==> src/fli_fsd_pkg.sv <==
// ----------------------------------------------------------------------------
// fli_fsd_pkg
// Shared types and constants of the animation frame stream decoder.
// ----------------------------------------------------------------------------
package fli_fsd_pkg;

  localparam int AddrBits = 16;

  // register indexes of the configuration port
  typedef enum logic [1:0] {
    CFG_WIDTH  = 2'd0,
    CFG_HEIGHT = 2'd1,
    CFG_TOTAL  = 2'd2
  } cfg_idx_t;

  // output command codes
  typedef enum logic [2:0] {
    CMD_PIXEL   = 3'd0,
    CMD_RUN     = 3'd1,
    CMD_PALETTE = 3'd2,
    CMD_CLEAR   = 3'd3,
    CMD_DONE    = 3'd4
  } cmd_t;

  // chunk types
  localparam logic [15:0] ChunkColor = 16'd11;
  localparam logic [15:0] ChunkDelta = 16'd12;
  localparam logic [15:0] ChunkClear = 16'd13;
  localparam logic [15:0] ChunkBrun  = 16'd15;
  localparam logic [15:0] ChunkCopy  = 16'd16;

  // parse phases
  typedef enum logic [4:0] {
    PH_FSIZE, PH_FMAGIC, PH_FCHUNKS, PH_FRESV, PH_CSIZE, PH_CTYPE,
    PH_COL_CNT, PH_COL_SKIP, PH_COL_N, PH_COL_RGB,
    PH_LC_Y, PH_LC_LINES, PH_LC_PKTS, PH_LC_SKIP, PH_LC_SIZE, PH_LC_LIT, PH_LC_REP,
    PH_BR_PKTS, PH_BR_SIZE, PH_BR_REP, PH_BR_LIT,
    PH_COPY, PH_SKIP, PH_PAD, PH_DONE_PEND
  } phase_t;

  // one result word
  typedef struct packed {
    cmd_t                  command;
    logic [AddrBits-1:0]   pixel_address;
    logic [7:0]            run_length;
    logic [7:0]            pixel_value;
    logic [7:0]            palette_index;
    logic [7:0]            red;
    logic [7:0]            green;
    logic [7:0]            blue;
    logic                  all_frames_done;
  } result_t;

endpackage

==> src/fli_fsd_byte_if.sv <==
// ----------------------------------------------------------------------------
// fli_fsd_byte_if
// Stream byte channel with valid/ready handshake.
// ----------------------------------------------------------------------------
interface fli_fsd_byte_if;
  logic       valid;
  logic       ready;
  logic [7:0] stream_byte;

  modport source (output valid, output stream_byte, input ready);
  modport sink   (input valid, input stream_byte, output ready);
endinterface

==> src/fli_fsd_cmd_if.sv <==
// ----------------------------------------------------------------------------
// fli_fsd_cmd_if
// Decoded command channel with valid/ready handshake.
// ----------------------------------------------------------------------------
interface fli_fsd_cmd_if;
  logic        valid;
  logic        ready;
  logic [2:0]  command;
  logic [15:0] pixel_address;
  logic [7:0]  run_length;
  logic [7:0]  pixel_value;
  logic [7:0]  palette_index;
  logic [7:0]  red;
  logic [7:0]  green;
  logic [7:0]  blue;
  logic        all_frames_done;

  modport source (output valid, output command, output pixel_address, output run_length,
                  output pixel_value, output palette_index, output red, output green,
                  output blue, output all_frames_done, input ready);
  modport sink   (input valid, input command, input pixel_address, input run_length,
                  input pixel_value, input palette_index, input red, input green,
                  input blue, input all_frames_done, output ready);
endinterface

==> src/fli_frame_stream_decoder_top.sv <==
// ----------------------------------------------------------------------------
// fli_frame_stream_decoder_top
// Byte-serial parser of animation frames into pixel and palette commands.
// ----------------------------------------------------------------------------
// Usage:
//   in_if carries the stream one byte per word, starting at the first frame
//   header. out_if carries at most one command word per input byte: pixel
//   write, pixel run, palette write, clear frame or frame done.
//   cfg_we/cfg_index/cfg_wdata set frame width, frame height and the frame
//   total; write them only while the decoder is idle.
// Timing:
//   one byte is taken every cycle while the output register is not stalled;
//   the parse state updates in the same cycle and the command, if any,
//   appears in the output register in the cycle after the byte is accepted.
//   Bytes that produce no command leave no word. The byte rate is set by the
//   combinational parse step between input handshake and output register.
// Reset:
//   rst_n low clears the parser to the frame header phase, restores the
//   default registers (320 x 200, total 0) and empties the output register.
// Stall:
//   while out_if.ready is low and a word is held, in_if.ready is low too;
//   an empty output register keeps the input open.
// ----------------------------------------------------------------------------
module fli_frame_stream_decoder_top (
  input  logic                 clk,
  input  logic                 rst_n,
  fli_fsd_byte_if.sink         in_if,
  fli_fsd_cmd_if.source        out_if,
  input  logic                 cfg_we,
  input  fli_fsd_pkg::cfg_idx_t cfg_index,
  input  logic [15:0]          cfg_wdata
);
  import fli_fsd_pkg::*;

  typedef logic [AddrBits-1:0] addr_t;

  // configuration
  logic [10:0] width_r, height_r;
  logic [15:0] total_r;

  // parse state
  phase_t      phase_r, phase_nxt;
  logic [2:0]  fbi_r, fbi_nxt;
  logic [31:0] fa_r, fa_nxt;
  logic [15:0] frames_r, frames_nxt;
  logic [15:0] chunks_r, chunks_nxt;
  logic [15:0] kind_r, kind_nxt;
  logic [31:0] skip_r, skip_nxt;
  logic        parity_r, parity_nxt;
  logic [15:0] lines_r, lines_nxt;
  logic [15:0] pkts_r, pkts_nxt;
  addr_t       lstart_r, lstart_nxt;
  addr_t       waddr_r, waddr_nxt;
  logic [8:0]  run_r, run_nxt;
  logic [21:0] copy_r, copy_nxt;
  logic [7:0]  pal_r, pal_nxt;
  logic [15:0] colour_r, colour_nxt;

  // output register
  logic        out_valid_r;
  result_t     out_r;

  // step results
  logic        res_valid;
  result_t     res;
  logic        fire;
  logic        stopped;
  logic [31:0] gath;
  logic [2:0]  fbi_inc;
  logic        g2, g4;
  logic        pkt_end, line_end, chunk_end, nxt_chunk, frame_cpl, is_lc;
  logic [26:0] lc_prod;
  logic [21:0] copy_prod;
  logic [7:0]  neg_b;

  assign in_if.ready = !out_valid_r || out_if.ready;
  assign fire        = in_if.valid && in_if.ready;

  // field gathering and multipliers
  assign gath      = fa_r | ({24'd0, in_if.stream_byte} << {fbi_r[1:0], 3'b000});
  assign fbi_inc   = fbi_r + 3'd1;
  assign g2        = fbi_inc >= 3'd2;
  assign g4        = fbi_inc >= 3'd4;
  assign lc_prod   = gath[15:0] * width_r;
  assign copy_prod = width_r * height_r;
  assign neg_b     = 8'd0 - in_if.stream_byte;
  assign stopped   = (phase_r == PH_DONE_PEND || (phase_r == PH_FSIZE && fbi_r == 3'd0))
                     && frames_r >= total_r;

  // parse step
  always_comb begin
    phase_nxt  = phase_r;   fbi_nxt    = fbi_r;    fa_nxt     = fa_r;
    frames_nxt = frames_r;  chunks_nxt = chunks_r; kind_nxt   = kind_r;
    skip_nxt   = skip_r;    parity_nxt = parity_r; lines_nxt  = lines_r;
    pkts_nxt   = pkts_r;    lstart_nxt = lstart_r; waddr_nxt  = waddr_r;
    run_nxt    = run_r;     copy_nxt   = copy_r;   pal_nxt    = pal_r;
    colour_nxt = colour_r;
    res_valid  = 1'b0;
    res        = '0;
    res.command = CMD_PIXEL;
    pkt_end = 1'b0; line_end = 1'b0; chunk_end = 1'b0;
    nxt_chunk = 1'b0; frame_cpl = 1'b0; is_lc = 1'b0;

    // delayed frame done
    if (phase_r == PH_DONE_PEND) begin
      res_valid = 1'b1;
      res.command = CMD_DONE;
      res.all_frames_done = frames_r >= total_r;
      phase_nxt = PH_FSIZE;
      fbi_nxt = 3'd0;
      fa_nxt = '0;
    end

    if (!stopped) begin
      parity_nxt = !parity_r;
      unique case (phase_nxt)
        PH_FSIZE, PH_CSIZE: begin
          if (g4) begin
            skip_nxt = gath; fa_nxt = '0; fbi_nxt = 3'd0;
            phase_nxt = (phase_nxt == PH_FSIZE) ? PH_FMAGIC : PH_CTYPE;
          end else begin
            fa_nxt = gath; fbi_nxt = fbi_inc;
          end
        end
        PH_FMAGIC: begin
          if (g2) begin
            fa_nxt = '0; fbi_nxt = 3'd0; phase_nxt = PH_FCHUNKS;
          end else begin
            fa_nxt = gath; fbi_nxt = fbi_inc;
          end
        end
        PH_FCHUNKS: begin
          if (g2) begin
            chunks_nxt = gath[15:0]; fa_nxt = '0; fbi_nxt = 3'd0; phase_nxt = PH_FRESV;
          end else begin
            fa_nxt = gath; fbi_nxt = fbi_inc;
          end
        end
        PH_FRESV: begin
          if (fbi_r >= 3'd7) begin
            fbi_nxt = 3'd0;
            if (skip_r == 32'd0) begin
              res_valid = 1'b1;
              res.command = CMD_DONE;
              res.all_frames_done = frames_r >= total_r;
              phase_nxt = PH_FSIZE;
            end else if (chunks_r == 16'd0) begin
              frame_cpl = 1'b1;
            end else begin
              phase_nxt = PH_CSIZE;
            end
          end else begin
            fbi_nxt = fbi_inc;
          end
        end
        PH_CTYPE: begin
          if (g2) begin
            kind_nxt = gath[15:0]; fa_nxt = '0; fbi_nxt = 3'd0;
            priority case (gath[15:0])
              ChunkColor: phase_nxt = PH_COL_CNT;
              ChunkDelta: phase_nxt = PH_LC_Y;
              ChunkClear: begin
                res_valid = 1'b1;
                res.command = CMD_CLEAR;
                chunk_end = 1'b1;
              end
              ChunkBrun: begin
                lines_nxt = {5'd0, height_r};
                lstart_nxt = '0;
                if (height_r == 11'd0) chunk_end = 1'b1;
                else phase_nxt = PH_BR_PKTS;
              end
              ChunkCopy: begin
                copy_nxt = copy_prod;
                waddr_nxt = '0;
                if (copy_prod == 22'd0) chunk_end = 1'b1;
                else phase_nxt = PH_COPY;
              end
              default: begin
                skip_nxt = (skip_r > 32'd6) ? skip_r - 32'd6 : 32'd0;
                if (skip_r <= 32'd6) chunk_end = 1'b1;
                else phase_nxt = PH_SKIP;
              end
            endcase
          end else begin
            fa_nxt = gath; fbi_nxt = fbi_inc;
          end
        end
        PH_COL_CNT: begin
          if (g2) begin
            pkts_nxt = gath[15:0]; pal_nxt = 8'd0; fa_nxt = '0; fbi_nxt = 3'd0;
            if (gath[15:0] == 16'd0) chunk_end = 1'b1;
            else phase_nxt = PH_COL_SKIP;
          end else begin
            fa_nxt = gath; fbi_nxt = fbi_inc;
          end
        end
        PH_COL_SKIP: begin
          pal_nxt = pal_r + in_if.stream_byte;
          phase_nxt = PH_COL_N;
        end
        PH_COL_N: begin
          run_nxt = (in_if.stream_byte == 8'd0) ? 9'd256 : {1'b0, in_if.stream_byte};
          fbi_nxt = 3'd0;
          phase_nxt = PH_COL_RGB;
        end
        PH_COL_RGB: begin
          if (fbi_r == 3'd0) begin
            colour_nxt = {8'd0, in_if.stream_byte}; fbi_nxt = 3'd1;
          end else if (fbi_r == 3'd1) begin
            colour_nxt = {in_if.stream_byte, colour_r[7:0]}; fbi_nxt = 3'd2;
          end else begin
            fbi_nxt = 3'd0;
            res_valid = 1'b1;
            res.command = CMD_PALETTE;
            res.palette_index = pal_r;
            res.red = {colour_r[5:0], 2'b00};
            res.green = {colour_r[13:8], 2'b00};
            res.blue = {in_if.stream_byte[5:0], 2'b00};
            pal_nxt = pal_r + 8'd1;
            run_nxt = run_r - 9'd1;
            if (run_r == 9'd1) begin
              pkts_nxt = pkts_r - 16'd1;
              if (pkts_r == 16'd1) chunk_end = 1'b1;
              else phase_nxt = PH_COL_SKIP;
            end
          end
        end
        PH_LC_Y: begin
          if (g2) begin
            lstart_nxt = lc_prod[AddrBits-1:0]; fa_nxt = '0; fbi_nxt = 3'd0;
            phase_nxt = PH_LC_LINES;
          end else begin
            fa_nxt = gath; fbi_nxt = fbi_inc;
          end
        end
        PH_LC_LINES: begin
          if (g2) begin
            lines_nxt = gath[15:0]; fa_nxt = '0; fbi_nxt = 3'd0;
            if (gath[15:0] == 16'd0) chunk_end = 1'b1;
            else phase_nxt = PH_LC_PKTS;
          end else begin
            fa_nxt = gath; fbi_nxt = fbi_inc;
          end
        end
        PH_LC_PKTS, PH_BR_PKTS: begin
          is_lc = phase_nxt == PH_LC_PKTS;
          waddr_nxt = lstart_r;
          pkts_nxt = {8'd0, in_if.stream_byte};
          if (in_if.stream_byte == 8'd0) line_end = 1'b1;
          else phase_nxt = is_lc ? PH_LC_SKIP : PH_BR_SIZE;
        end
        PH_LC_SKIP: begin
          waddr_nxt = waddr_r + addr_t'(in_if.stream_byte);
          phase_nxt = PH_LC_SIZE;
        end
        PH_LC_SIZE, PH_BR_SIZE: begin
          is_lc = phase_nxt == PH_LC_SIZE;
          if (in_if.stream_byte == 8'd0) begin
            pkt_end = 1'b1;
          end else if (!in_if.stream_byte[7]) begin
            run_nxt = {1'b0, in_if.stream_byte};
            phase_nxt = is_lc ? PH_LC_LIT : PH_BR_REP;
          end else begin
            run_nxt = (neg_b == 8'd0) ? 9'd256 : {1'b0, neg_b};
            phase_nxt = is_lc ? PH_LC_REP : PH_BR_LIT;
          end
        end
        PH_LC_LIT, PH_BR_LIT, PH_COPY: begin
          is_lc = phase_nxt == PH_LC_LIT;
          res_valid = 1'b1;
          res.command = CMD_PIXEL;
          res.pixel_address = waddr_r;
          res.pixel_value = in_if.stream_byte;
          waddr_nxt = waddr_r + addr_t'(1);
          if (phase_nxt == PH_COPY) begin
            copy_nxt = copy_r - 22'd1;
            if (copy_r == 22'd1) chunk_end = 1'b1;
          end else begin
            run_nxt = run_r - 9'd1;
            if (run_r == 9'd1) pkt_end = 1'b1;
          end
        end
        PH_LC_REP, PH_BR_REP: begin
          is_lc = phase_nxt == PH_LC_REP;
          res_valid = 1'b1;
          res.command = CMD_RUN;
          res.pixel_address = waddr_r;
          res.run_length = run_r[7:0];
          res.pixel_value = in_if.stream_byte;
          waddr_nxt = waddr_r + addr_t'(run_r);
          pkt_end = 1'b1;
        end
        PH_SKIP: begin
          skip_nxt = skip_r - 32'd1;
          if (skip_r == 32'd1) chunk_end = 1'b1;
        end
        PH_PAD: nxt_chunk = 1'b1;
        default: begin
          phase_nxt = PH_FSIZE; fbi_nxt = 3'd0; fa_nxt = '0;
        end
      endcase

      // end-of-packet, line, chunk and frame bookkeeping
      if (pkt_end) begin
        pkts_nxt = pkts_r - 16'd1;
        if (pkts_r == 16'd1) line_end = 1'b1;
        else phase_nxt = is_lc ? PH_LC_SKIP : PH_BR_SIZE;
      end
      if (line_end) begin
        lstart_nxt = lstart_r + addr_t'(width_r);
        lines_nxt = lines_r - 16'd1;
        if (lines_r == 16'd1) chunk_end = 1'b1;
        else phase_nxt = is_lc ? PH_LC_PKTS : PH_BR_PKTS;
      end
      if (chunk_end) begin
        if (parity_nxt) phase_nxt = PH_PAD;
        else nxt_chunk = 1'b1;
      end
      if (nxt_chunk) begin
        chunks_nxt = chunks_r - 16'd1;
        if (chunks_r == 16'd1) frame_cpl = 1'b1;
        else phase_nxt = PH_CSIZE;
      end
      if (frame_cpl) begin
        frames_nxt = frames_r + 16'd1;
        fbi_nxt = 3'd0;
        fa_nxt = '0;
        if (res_valid) begin
          phase_nxt = PH_DONE_PEND;
        end else begin
          res_valid = 1'b1;
          res.command = CMD_DONE;
          res.all_frames_done = frames_nxt >= total_r;
          phase_nxt = PH_FSIZE;
        end
      end
    end
  end

  // configuration registers
  always_ff @(posedge clk) begin
    if (!rst_n) begin
      width_r  <= 11'd320;
      height_r <= 11'd200;
      total_r  <= 16'd0;
    end else if (cfg_we) begin
      unique case (cfg_index)
        CFG_WIDTH:  width_r  <= cfg_wdata[10:0];
        CFG_HEIGHT: height_r <= cfg_wdata[10:0];
        CFG_TOTAL:  total_r  <= cfg_wdata;
        default: ;
      endcase
    end
  end

  // parse state registers
  always_ff @(posedge clk) begin
    if (!rst_n) begin
      phase_r <= PH_FSIZE; fbi_r <= '0; fa_r <= '0; frames_r <= '0;
      chunks_r <= '0; kind_r <= '0; skip_r <= '0; parity_r <= 1'b0;
      lines_r <= '0; pkts_r <= '0; lstart_r <= '0; waddr_r <= '0;
      run_r <= '0; copy_r <= '0; pal_r <= '0; colour_r <= '0;
    end else if (fire) begin
      phase_r <= phase_nxt; fbi_r <= fbi_nxt; fa_r <= fa_nxt; frames_r <= frames_nxt;
      chunks_r <= chunks_nxt; kind_r <= kind_nxt; skip_r <= skip_nxt;
      parity_r <= parity_nxt; lines_r <= lines_nxt; pkts_r <= pkts_nxt;
      lstart_r <= lstart_nxt; waddr_r <= waddr_nxt; run_r <= run_nxt;
      copy_r <= copy_nxt; pal_r <= pal_nxt; colour_r <= colour_nxt;
    end
  end

  // output register
  always_ff @(posedge clk) begin
    if (!rst_n) begin
      out_valid_r <= 1'b0;
    end else if (fire) begin
      out_valid_r <= res_valid;
    end else if (out_if.ready) begin
      out_valid_r <= 1'b0;
    end
  end

  always_ff @(posedge clk) begin
    if (fire) begin
      out_r <= res;
    end
  end

  assign out_if.valid           = out_valid_r;
  assign out_if.command         = out_r.command;
  assign out_if.pixel_address   = out_r.pixel_address;
  assign out_if.run_length      = out_r.run_length;
  assign out_if.pixel_value     = out_r.pixel_value;
  assign out_if.palette_index   = out_r.palette_index;
  assign out_if.red             = out_r.red;
  assign out_if.green           = out_r.green;
  assign out_if.blue            = out_r.blue;
  assign out_if.all_frames_done = out_r.all_frames_done;

`ifndef NO_ASSERTIONS
  // a pending frame done always leaves as the next word
  a_done_pend: assert property (@(posedge clk) disable iff (!rst_n)
    fire && phase_r == PH_DONE_PEND |=> out_valid_r && out_r.command == CMD_DONE)
    else $error("pending frame done not emitted");

  // bytes past the frame total leave parity and count untouched
  a_stopped: assert property (@(posedge clk) disable iff (!rst_n)
    fire && phase_r == PH_FSIZE && fbi_r == 3'd0 && frames_r >= total_r
    |=> $stable(parity_r) && $stable(frames_r))
    else $error("stopped decoder changed state");

  // four-byte fields never run past their last byte
  a_gather4: assert property (@(posedge clk) disable iff (!rst_n)
    phase_r == PH_FSIZE || phase_r == PH_CSIZE |-> fbi_r < 3'd4)
    else $error("field byte index out of range");

  // the done flag only rides on frame done words
  a_done_flag: assert property (@(posedge clk) disable iff (!rst_n)
    out_valid_r && out_r.command != CMD_DONE |-> !out_r.all_frames_done)
    else $error("all frames done on a non-done word");
`endif

endmodule
==> src/flat_wrapper.sv <==
// flat-port wrapper written by rule: the top's interface ports become plain ports
module fli_frame_stream_decoder_top_flat import fli_fsd_pkg::*;
  (clk, rst_n, cfg_we, cfg_index, cfg_wdata, in_if_valid, in_if_stream_byte, in_if_ready, out_if_valid, out_if_command, out_if_pixel_address, out_if_run_length, out_if_pixel_value, out_if_palette_index, out_if_red, out_if_green, out_if_blue, out_if_all_frames_done, out_if_ready);
  fli_fsd_byte_if in_if_i ();
  fli_fsd_cmd_if out_if_i ();
  input  logic clk;
  input  logic rst_n;
  input  logic cfg_we;
  input  fli_fsd_pkg::cfg_idx_t cfg_index;
  input  logic [15:0] cfg_wdata;
  input wire logic [$bits(in_if_i.valid)-1:0] in_if_valid;
  input wire logic [$bits(in_if_i.stream_byte)-1:0] in_if_stream_byte;
  output wire logic [$bits(in_if_i.ready)-1:0] in_if_ready;
  output wire logic [$bits(out_if_i.valid)-1:0] out_if_valid;
  output wire logic [$bits(out_if_i.command)-1:0] out_if_command;
  output wire logic [$bits(out_if_i.pixel_address)-1:0] out_if_pixel_address;
  output wire logic [$bits(out_if_i.run_length)-1:0] out_if_run_length;
  output wire logic [$bits(out_if_i.pixel_value)-1:0] out_if_pixel_value;
  output wire logic [$bits(out_if_i.palette_index)-1:0] out_if_palette_index;
  output wire logic [$bits(out_if_i.red)-1:0] out_if_red;
  output wire logic [$bits(out_if_i.green)-1:0] out_if_green;
  output wire logic [$bits(out_if_i.blue)-1:0] out_if_blue;
  output wire logic [$bits(out_if_i.all_frames_done)-1:0] out_if_all_frames_done;
  input wire logic [$bits(out_if_i.ready)-1:0] out_if_ready;
  assign in_if_i.valid = in_if_valid;
  assign in_if_i.stream_byte = in_if_stream_byte;
  assign in_if_ready = in_if_i.ready;
  assign out_if_valid = out_if_i.valid;
  assign out_if_command = out_if_i.command;
  assign out_if_pixel_address = out_if_i.pixel_address;
  assign out_if_run_length = out_if_i.run_length;
  assign out_if_pixel_value = out_if_i.pixel_value;
  assign out_if_palette_index = out_if_i.palette_index;
  assign out_if_red = out_if_i.red;
  assign out_if_green = out_if_i.green;
  assign out_if_blue = out_if_i.blue;
  assign out_if_all_frames_done = out_if_i.all_frames_done;
  assign out_if_i.ready = out_if_ready;
  fli_frame_stream_decoder_top u_core (.clk(clk), .rst_n(rst_n), .in_if(in_if_i), .out_if(out_if_i), .cfg_we(cfg_we), .cfg_index(cfg_index), .cfg_wdata(cfg_wdata));
endmodule
==> config.mk <==
export PLATFORM = sky130hd
export DESIGN_NAME = fli_frame_stream_decoder_top_flat
export DESIGN_NICKNAME = d
export VERILOG_FILES = /design/src/fli_fsd_pkg.sv /design/src/fli_fsd_byte_if.sv /design/src/fli_fsd_cmd_if.sv /design/src/fli_frame_stream_decoder_top.sv /design/src/flat_wrapper.sv
export SDC_FILE = /design/constraint.sdc
export NUM_CORES = 2
export LEC_CHECK = 0
export ABC_CLOCK_PERIOD_IN_PS = 6350
export BUFFER_PORTS_ARGS = -buffer_cell sky130_fd_sc_hd__buf_2
export CAP_MARGIN = 20
export CORE_MARGIN = 1
export CORE_UTILIZATION = 58
export DETAILED_ROUTE_END_ITERATION = 10
export GPL_TIMING_DRIVEN = 0
export HOLD_SLACK_MARGIN = 0.02
export PLACE_DENSITY = 0.78
export SYNTH_ARGS = -nofsm -noshare
export SYNTH_HDL_FRONTEND = slang
export SYNTH_SLANG_ARGS = --single-unit
==> constraint.sdc <==
create_clock -name clk -period 6.35 [get_ports clk]
set_clock_uncertainty 0.05 [all_clocks]
set_input_delay 0.3175 -clock clk [delete_from_list [all_inputs] [get_ports clk]]
set_output_delay 0.3175 -clock clk [all_outputs]
set_load 0.005 [all_outputs]
==> run_results.csv <==
group,metric,value,unit
drt,viasPerCell,6.64,
power,leakage,13.5,nW
worst_setup_path,path_buf_inv,5,
placed_design,gp_congestion,1.05,
worst_setup_path,cp_max_fo,7,
synthesis,ys_async_sr_fraction,0,%
global_route,grt_max_degree,35,
cts,cts-root-buf,"clkbuf_16",
worst_setup_path,crit_path_end_kind,"flop",
synthesis,synth_edf_count,62,
worst_setup_path,r2r_end,"u_core.chunks_r[9]",
synthesis,yosysSeqAreaShare,25.3,%
drt,vias,29100,
run,drv_cap,0,
placed_design,placedInstanceArea,29200,um^2
global_route,antenna_found_initial,2,
finish,final_util,69.5,%
hold_path,min_path_type,"input pin to flop",
drt,wl_per_cell,24.0,um
power,ir_worst_vdd,0.185,mV
cts,h-tree-depth,2,
cts,clk_latency,0.57,ns
placed_design,dpl.cell_count,4228,
drt,antenna_left,0,
worst_setup_path,r2r_cells,23,
die,rows,79,
sta,finalHoldViolCount,0,
sta,finalSetupTns,-3.90,ns
hold_path,holdPathEnd,"u_core.total_r[3]",
sta,setup_violations,65,
finish,mostFrequentLayoutCells,"nand2_1, nor2_1, a21oi_1",
global_route,grt_pass1_wl,156000,um
sta,hold-worst-slack,0.0349,ns
die,die_x,221,um
synthesis,synthFlopType,"dfxtp_1",
sta,period_minus_slack,6.62,ns
die,core_area,47000,um^2
global_route,grt.total_usage,40.9,%
global_route,grt_pass1_vias,26900,
die,start_util,59.2,%
cts,clock_path_buffers,3,
worst_setup_path,r2r_slack,-0.27,ns
drt,finalWirelength,105000,um
finish,fin_cells,4387,
cts,clk_pin_slew,0.07,ns
finish,finish.instance_area,32600,um^2
worst_setup_path,critPathArrivalTime,7.02,ns
sta,slew_violations,0,
synthesis,synthCells,3514,
worst_setup_path,required,6.75,ns
sta,worst_slew_pin_slew,1.33,ns
run_status,status,"finished, violations left",
die,die_area,48800,um^2
drt,drt_iter0_drc,4179,
hold_path,min_path_cells,3,
synthesis,synthDistinctLibCells,107,
placed_design,io_buffers,93,
finish,layout_commonest_cell,"nand2_1",
cts,cts_num_sinks,321,
sta,max_freq,0.151,GHz
worst_setup_path,r2r_start,"u_core.width_r[8]",
cts,cts_tree,"done",
worst_setup_path,cp_top_family,"adder cells",
drt,route.detailed.drc,0,
die,ioPinCount,101,
synthesis,synth_area_per_cell,7.92,um^2
synthesis,yosys_register_bits,321,
worst_setup_path,worst_setup_path_start_kind,"flop",
worst_setup_path,crit_top_cell,"fa_1",
hold_path,hp-start,"cfg_wdata[3]",
worst_setup_path,crit_chain,"clkbuf_16 -> buf_4 -> nand2_1 -> fa_1 -> fa_1 -> fa_1 -> fa_1 -> fa_1 -> inv_1 -> ha_4 -> nand2_1 -> nor3_2 -> o311a_4 -> nor3_4 -> a211oi_2 -> buf_4 -> o2111ai_4 -> nor4_4 -> o21ai_4 -> a2111oi_4 -> buf_6 -> a211oi_2 -> a311oi_1",
die,die_h,221,um
global_route,grt_overflow,0,
synthesis,yosysWarnings,0,
worst_setup_path,critPathSlowestCell,"fa_1",
cts,cts-buffers-inserted,35,
sta,max_slew_margin,10.7,%
sta,post-route-period-util,104,%
finish,drive_gt1_share,13.7,%
power,pwr_density_cell,234,nW/um^2
run_status,violations,"negative setup slack",
placed_design,dp_hpwl,74500,um
drt,drt-pass1-iter-count,7,
worst_setup_path,crit_type,"flop to flop",
sta,rsz0062_at_grt,"true",
finish,fillers,3716,
synthesis,syn-cell-area,27800,um^2
sta,fin_ws,-0.266,ns
finish,area_delta_synth_final,17.3,%
worst_setup_path,crit_path_max_incr_delay,0.60,ns
finish,nNetsFinal,4118,
==> kinds of logic (layout without fill, tap and decap cells) <==
family	Yosys count	in the layout	synth area share (%)
AO/OA/AOI/OAI	907	908	21.3
XOR/XNOR	104	104	3.27
adder cells (fa/ha/maj)	337	337	19.4
buffers and inverters	458	715	6.44
flip-flops	321	321	25.3
multiplexers	24	24	0.864
other	1	9	0.0135
AND/OR/NAND/NOR	1362	1362	23.4
==> through the flow <==
step	setup slack (ns)	total power [W]
after floorplan	0.0130	0.00409
after global placement	-1.74	0.00497
after detailed placement	-1.78	0.00504
after CTS	-0.0425	0.00736
after global routing	-0.571	0.00793
final	-0.266	0.00764
==> registers in the layout, indices dropped and copies added (netlist names), 8 cells and up <==
name	cells
u_core.out_if.palette_index	8
u_core.lstart_r	16
u_core.waddr_r	16
u_core.skip_r	32
u_core.run_r	9
u_core.width_r	11
u_core.frames_r	16
u_core.total_r	16
u_core.pal_r	8
u_core.out_if.pixel_address	16
u_core.out_if.pixel_value	8
u_core.chunks_r	16
u_core.out_if.run_length	8
u_core.height_r	11
u_core.copy_r	22
u_core.pkts_r	16
u_core.lines_r	16
u_core.fa_r	32
u_core.colour_r	12
==> report_power, final <==
part           switching (W)  leakage [nW]  internal, W
registers          0.0000689          2.74      0.00214
logic                0.00212          10.2      0.00116
clock network       0.000914         0.577      0.00123
==> per-layer routing <==
metal / up-vias / routed length (um) / track usage, %
li1: 12800 / - / -
met1: 13800 / 41200 / 55.9
met2: 2165 / 43500 / 59.8
met3: 401 / 14800 / 11.6
met4: 0 / 5700 / 18.6
met5: - / 0 / 0
==> synthesized netlist by cell type, types with 54 or more instances <==
cell type  count  share of area, %
a21oi_1      264               4.7
and2_1       130               2.9
and3_1        54               1.2
clkbuf_1     193               2.6
dfxtp_1      259                19
edfxtp_1      62               6.7
fa_1         158                11
ha_1         179               8.1
inv_1        237               3.2
nand2_1      452               6.1
nand3_1       71               1.3
nor2_1       336               4.5
nor3_1        98               1.8
o21ai_0      195               3.5
xnor2_1       71               2.2
==> worst register-to-register path: cells and delay by family, from the launching register on <==
family,cells,cell delay (ns)
buffers and inverters,5,0.74
flip-flops,1,0.39
AND/OR/NAND/NOR,5,0.87
adder cells (fa/ha/maj),6,2.87
AO/OA/AOI/OAI,7,1.58
==> cell type report <==
class / instances / area [um^2] / area share, %
Inverter: 240 / 901 / 2.76
Tap cell: 607 / 759 / 2.33
Sequential cell: 321 / 7120 / 21.8
Buffer: 197 / 1120 / 3.44
Clock inverter: 15 / 191 / 0.587
Antenna cell: 3 / 7.51 / 0.0230
Timing Repair Buffer: 214 / 1520 / 4.66
Multi-Input combinational cell: 2741 / 20000 / 61.3
Clock buffer: 49 / 998 / 3.06
==> repair_timing <==
| action | in CTS | in global routing |
|---|---|---|
| hold buffers | 10 | 0 |
| setup buffers | 52 | 45 |
| gates cloned | 1 | 2 |
| pin swaps | 63 | 55 |
| gates resized for setup | 228 | 130 |
| hold endpoints to repair | 16 | 0 |
| setup endpoints to repair | 83 | 78 |
==> worst max-delay path by stage <==
stage	endpoint	from	cells after the start	slack (ns)
floorplan	u_core.chunks_r[13]	u_core.width_r[0]	22	0.01
global placement	u_core.fa_r[23]	u_core.width_r[9]	21	-1.74
detailed placement	u_core.fa_r[17]	u_core.width_r[9]	21	-1.78
CTS	u_core.chunks_r[9]	u_core.width_r[2]	22	-0.04
global route	u_core.chunks_r[9]	u_core.width_r[3]	22	-0.57
finish	u_core.chunks_r[9]	u_core.width_r[8]	23	-0.27
No activity file was read; power rests on OpenSTA's default activity.
